[src/rtl/ffha_pkg.sv]
// ffha_pkg: shared types and codes for the first-fit heap allocator
// used by ffha_cell and first_fit_heap_allocator; no dependencies
package ffha_pkg;

   typedef struct packed {
      logic        func;
      logic [31:0] alloc_size;
      logic [31:0] free_addr;
   } req_type;

   typedef struct packed {
      logic [31:0] addr;
      logic [1:0]  status;
   } rsp_type;

   typedef struct packed {
      logic [31:0] offset;
      logic [31:0] length;
      logic        used;
   } entry_type;

   // row-wide command from the sequencer to every cell
   typedef enum logic [1:0] {
      CMD_HOLD,
      CMD_INS,
      CMD_DEL
   } cmd_type;

   typedef struct packed {
      cmd_type   cmd;
      entry_type wdata;
      logic      wen;
   } ctl_type;

   localparam logic       FUNC_ALLOC  = 1'b0;
   localparam logic       FUNC_FREE   = 1'b1;
   localparam logic [1:0] ST_OK       = 2'd0;
   localparam logic [1:0] ST_NOFIT    = 2'd1;
   localparam logic [1:0] ST_BADFREE  = 2'd2;
   localparam logic [0:0] CSR_BASE    = 1'b0;
   localparam logic [0:0] CSR_BYTES   = 1'b1;

endpackage

[src/rtl/ffha_cell.sv]
// ffha_cell: one table entry of the chunk row, shifts toward its neighbours
// depends on ffha_pkg
module ffha_cell (
   input  logic                clock,
   input  logic                reset,
   input  logic                clear,
   input  ffha_pkg::ctl_type   ctl,
   input  logic                sel,
   input  logic                after,
   input  ffha_pkg::entry_type left,
   input  ffha_pkg::entry_type right,
   output ffha_pkg::entry_type q
);
   import ffha_pkg::*;

   entry_type q_ff, q_in;

   always_comb begin
      q_in = q_ff;
      if (ctl.wen && sel) begin
         q_in = ctl.wdata;
      end else begin
         case (ctl.cmd)
            CMD_INS: if (after) q_in = left;
            CMD_DEL: if (after) q_in = right;
            default: q_in = q_ff;
         endcase
      end
   end

   always_ff @(posedge clock) begin
      if (reset || clear) begin
         q_ff <= '{offset: q_in.offset, length: q_in.length, used: 1'b0};
      end else begin
         q_ff <= q_in;
      end
   end

   assign q = q_ff;
endmodule

[config.mk]
export PLATFORM = sky130hd
export DESIGN_NAME = ffha_cell
export DESIGN_NICKNAME = d
export VERILOG_FILES = /design/src/rtl/ffha_pkg.sv /design/src/rtl/ffha_cell.sv
export SDC_FILE = /design/constraint.sdc
export NUM_CORES = 1
export LEC_CHECK = 0
export BUFFER_PORTS_ARGS = -buffer_cell sky130_fd_sc_hd__buf_2
export CAP_MARGIN = 10
export CORE_AREA = 2 2 103 105
export CTS_CLUSTER_SIZE = 24
export DETAILED_ROUTE_END_ITERATION = 10
export DIE_AREA = 0 0 105 107
export PLACE_DENSITY = 0.75
export SETUP_SLACK_MARGIN = 0.02
export SLEW_MARGIN = 20
export SYNTH_ARGS = -nofsm -noshare
export SYNTH_HDL_FRONTEND = slang
export SYNTH_SLANG_ARGS = --single-unit
[constraint.sdc]
create_clock -name clock -period 2.55 [get_ports clock]
set_clock_uncertainty 0.05 [all_clocks]
set_input_delay 0.3825 -clock clock [delete_from_list [all_inputs] [get_ports clock]]
set_output_delay 0.3825 -clock clock [all_outputs]
set_load 0.03 [all_outputs]
### Word level (Yosys, flattened, before mapping)

Index checks and enable logic that the tools add are counted.

* register bits: 65
* input port bits: 203
* output and inout port bits: 65
* logic and storage cells: 15

* equal/unequal tests: 4
* multiplexer cells: 4
* reductions and logical operators: 4

Operator list (count)
* $mux W65: 3
* $pmux W65 S2: 1
* $ne A3 B3 Y1 const B: 2
* $reduce_and A3 Y1: 1
* $reduce_bool A3 Y1: 1
* $eq A2 B1 Y1 const B: 1
* $eq A2 B2 Y1 const B: 1
* $logic_and A1 B1 Y1: 1
* $logic_or A1 B1 Y1: 1

### Depth between registers and ports, before layout

* depth after elaboration: 3
* mapped depth: 5
* depth with buffers taken out: 3

### Least setup slack after synthesis

OpenSTA, ideal clock, no wires.

* kind: input to register
* start point: input ctl[0] (netlist bit)
* end point: register q_ff (netlist bit q[10]), enable pin
* setup time: 0.421 ns
* arrival time: 2.267 ns
* required time: 2.079 ns
* setup slack: -0.188 ns
* cell stages on the path: 4
* path buffers: 2
* path through: and2_4 -> buf_6 -> clkbuf_1 -> a21o_1

* longest elaborated chain between the ends: 2

Ends and longest elaborated chain
* start: declaration: RTL line ffha_cell.sv:7 `input ffha_pkg::ctl_type ctl,`
* $logic_and A1 B1 Y1: RTL line ffha_cell.sv:20 `if (ctl.wen && sel) begin`
* $mux W65: RTL line ffha_cell.sv:20
* end signal: assignment: RTL line ffha_cell.sv:33 `q_ff <= '{offset: q_in.offset, length: q_in.length, used: 1'b0};`
* end signal: assignment: RTL line ffha_cell.sv:35 `q_ff <= q_in;`
* end: declaration: RTL line ffha_cell.sv:16 `entry_type q_ff, q_in;`

No other way between the ends.
A chain may end at the register's enable or synchronous reset.

==> reports/results.env <==
WORST_PATH_DOMINANT_CELL_FAMILY='buffers and inverters'
SYNTH.AREA.TOP_CELLS='sky130_fd_sc_hd__edfxtp_1 (57%), sky130_fd_sc_hd__mux2i_1 (19%), sky130_fd_sc_hd__o21ai_1 (9.5%), sky130_fd_sc_hd__nand2_1 (7.2%), sky130_fd_sc_hd__buf_6 (2.0%)'
NUM_VIAS=3207
CRIT_PATH_START_KIND='input pin'
SYNTH_COMMON_CELLS='sky130_fd_sc_hd__edfxtp_1 (64), sky130_fd_sc_hd__mux2i_1 (64), sky130_fd_sc_hd__nand2_1 (64), sky130_fd_sc_hd__o21ai_1 (64), sky130_fd_sc_hd__clkbuf_1 (13)'
MIN-DELAY-PATH-CLASS='in2reg'
GRT_SETUP_UNREPAIRED='no'
SYN_AREA_UM2=3360
ROUTE.ANTENNA.REMAINING_NETS=0
DRT-PASS1-ITER-COUNT=4
CTS_MAX_LEVEL=3
SYNTH_ASYNC_SR_FLOP_SHARE_PCT=0
FP-ROW-COUNT=37
MAXSLEWVIOLCOUNT=0
FINAL.HOLD.WORST_SLACK_NS=0.230
WHS_PATH_DEPTH=3
GRT.TOTAL_USAGE_PCT=17.5
POWER.STATIC_LEAKAGE_nW=2.25
MAX_CLOCK_FREQ_MHz=687
VIA_COUNT_OF_THE_FIRST_GLOBAL_ROUTING_PASS=3246
CLKSLEWWORSTSETUPHOLDPATHS_NS=0.07
PRIMARY_FF_MASTER_SYNTH='sky130_fd_sc_hd__edfxtp_1'
CRIT_FANOUT=65
R2R.WORST_PATH.CELLS=2
YOSYS.CELL_TYPES.COUNT=20
VIAS_PER_CELL=4.63
PORT_BUFFERS=267
WORST-ENDPOINT-ARRIVAL_NS=1.48
CHIPWIDTH_UM=105
DP_HPWL_UM=7750
POST-ROUTE-CELL-AREA_UM2=4960
FINAL_CORE_UTIL_PCT=49.2
CLKLATENCYLATEPIN_NS=0.33
FINALWIRELENGTH_UM=9950
CRIT-REG2REG-LAUNCH='q[0]'
SETUP_VIOLATIONS=0
POST_CTS_SETUP_BUFFERS=0
DIE_Y_UM=107
POWER_DENSITY_nW_PER_UM2=600
COREAREA_UM2=10100
FIN_CRIT_SH_PCT=57.1
CRITICAL_PATH.ENDPOINT_TYPE='register'
LAYOUTNONFILLERINSTCOUNT=692
SYNTH.FF_LATCH_COUNT=65
SWITCHING_SHARE_PCT=32.7
SETUP.WORST_PATH.CLASS='in2reg'
WORST_HOLD_PATH.ENDPOINT='q[0]'
YOSYS.AREA.TOP_TYPE_SHARE_PCT=57.2
CTS-ROOT-TO-SINK-BUFFERS=2
SYNTH-SEQ-AREA-SHARE_PCT=57.8
CELL_TAKING_THE_MOST_AREA_AFTER_SYNTHESIS='sky130_fd_sc_hd__edfxtp_1'
SYNTH_NETS=492
CTS_INSERTED_BUFFERS=9
HOLD_VIOL=0
POST-PLACE-CELLS=676
POWER.SHARE.CLOCK_PCT=24.1
WIRE_LENGTH_OF_THE_FIRST_GLOBAL_ROUTING_PASS_UM=15200
WP_DATA_REQUIRED_NS=2.58
SHARE_COMB_OF_TOTAL_POWER_PCT=29.1
POSTCTSHOLDBUFS=0
WORST_IR_DROP_VDD_mV=0.255
FIN_SETUP_TNS_NS=0
CTS.ROOT.BUFFER_CELL='sky130_fd_sc_hd__clkbuf_8'
RELATIVE_AREA_CHANGE_FROM_SYNTHESIS_TO_FINAL_LAYOUT_PCT=47.7
ANTENNA-DIODE-COUNT=0
ANTENNA_FOUND_INITIAL=1
WORSTMARGINPINSLEW_NS=0.509
POWER.SEQUENTIAL.FRACTION_PCT=46.8
POSTCTSRESIZEDCELLS=0
POST_ROUTE_CELLS_DRIVE_ABOVE_1_SHARE_PCT=52.0
STARTING_DENSITY_OF_THE_CORE_PCT=33.3
FLIP_FLOP_COUNT_OF_THE_LARGEST_REGISTER_ALL_COPIES_AND_WORDS_ADDED=65
CELL_INTERNAL_PWR_mW=2.00
RR_ENDPOINT='q[0]'
HOLDCRITSTARTPOINT='ctl[1]'
CPPEAKSTAGEDELAY_NS=0.34
DIEAREA_UM2=11200
DP_SLACK_NS=0.743
NUM-NETS-FINAL=754
IOPINCOUNT=268
PLACEDINSTANCEAREA_UM2=4810
SLEW_HEADROOM_PCT=66.1
POWER.SWITCHING_mW=0.973
FILLCELLCOUNT=977
POST-ROUTE-WORST-SETUP-SLACK_NS=1.09
SYNTH_ENABLE_FLOP_CELLS=64
TIMING.CRITICAL_PATH.SLOWEST_STAGE_CELL='sky130_fd_sc_hd__buf_12'
CTS_TREE='done'
GR-TOTAL-OVERFLOW=0
FIRST_ITER_VIOLATIONS=134
PERIOD_MINUS_SLACK_NS=1.46
SYN-MEAN-INSTANCE-AREA_UM2=11.6
TOTAL_POWER_mW=2.98
PLACE_CONGESTION=0.882
NETLIST_INSTANCES=289
GRT_START_MAX_NET_PINS=78
OUTCOME='finished clean'
ROUTE.DETAILED.WL_PER_INST_UM=14.4
CP_NUM_BUF_INV=2
POST_ROUTE_DRC=0
REGTOREGSETUPSLACK_NS=1.84
DRV_CAP=0
TRITONCTS_NUM_SINKS=65
YOSYSWARNINGCOUNT=0
WORSTPATHCELLLIST='buf_2, nor2b_4, buf_12, mux2i_1, o21ai_1'
[layout by cell type, fill, tap and decap left out, types with 2 or more instances in the layout]
cell / synthesis / final
sky130_fd_sc_hd__clkinv_1: 0 / 2
sky130_fd_sc_hd__o21ai_1: 64 / 64
sky130_fd_sc_hd__clkbuf_1: 13 / 2
sky130_fd_sc_hd__mux2i_1: 64 / 64
sky130_fd_sc_hd__buf_4: 1 / 3
sky130_fd_sc_hd__buf_2: 1 / 267
sky130_fd_sc_hd__clkinv_2: 0 / 3
sky130_fd_sc_hd__edfxtp_1: 64 / 64
sky130_fd_sc_hd__buf_12: 0 / 2
sky130_fd_sc_hd__nand2_1: 64 / 64
sky130_fd_sc_hd__clkbuf_8: 0 / 9
[how the worst max path moves through the flow]
stage          startpoint     to  slack [ns]  depth (start not counted)
6_report          ctl[67]  q[34]        1.09                          5
2_1_floorplan      ctl[0]  q[10]        0.35                          4
4_1_cts           ctl[67]  q[55]        1.12                          5
5_1_grt           ctl[67]  q[55]        1.07                          5
3_3_place_gp      ctl[67]  q[55]        0.79                          5
3_5_place_dp      ctl[67]  q[55]        0.74                          5
[per-layer routing]
| layer | track usage, % | up-vias | wire length [µm] |
|---|---|---|---|
| met5 | 0 | - | 16 |
| met2 | 32.9 | 156 | 5330 |
| met1 | 17.7 | 1452 | 3630 |
| met4 | 8.48 | 2 | 189 |
| met3 | 4.92 | 18 | 787 |
| li1 | - | 1579 | - |
[power groups by stage]
stage	combinational (mW)	sequential, mW	clock [mW]
5_1_grt	0.925	1.41	0.790
3_5_place_dp	0.874	1.42	0
6_report	0.865	1.39	0.718
2_1_floorplan	0.213	1.73	0
3_3_place_gp	0.858	1.41	0
4_1_cts	0.875	1.40	0.748
[logic make-up (layout without fill, tap and decap cells)]
kind of cell,Yosys count,after routing,share of synthesized area (%)
multiplexers,64,64,19.1
flip-flops,65,65,57.8
XOR/XNOR,1,1,0.261
AND/OR/NAND/NOR,71,71,8.75
AO/OA/AOI/OAI,67,67,10.3
buffers and inverters,21,288,3.84
[worst reg2reg max path, stage by stage, from the launching register on]
cell	delay (ns)
sky130_fd_sc_hd__dfxtp_1	0.33
sky130_fd_sc_hd__a21oi_1	0.05
sky130_fd_sc_hd__o31ai_2	0.20
[cell type report]
| cell class | instances | area (µm²) | area share [%] |
|---|---|---|---|
| clock inverters | 5 | 22.5 | 0.454 |
| flip-flops and latches | 65 | 1940 | 39.1 |
| repair buffers | 272 | 1400 | 28.2 |
| well taps | 136 | 170 | 3.43 |
| multi-input cells | 203 | 1300 | 26.1 |
| clock buffers | 11 | 131 | 2.65 |
(Power assumes the default switching activity.)
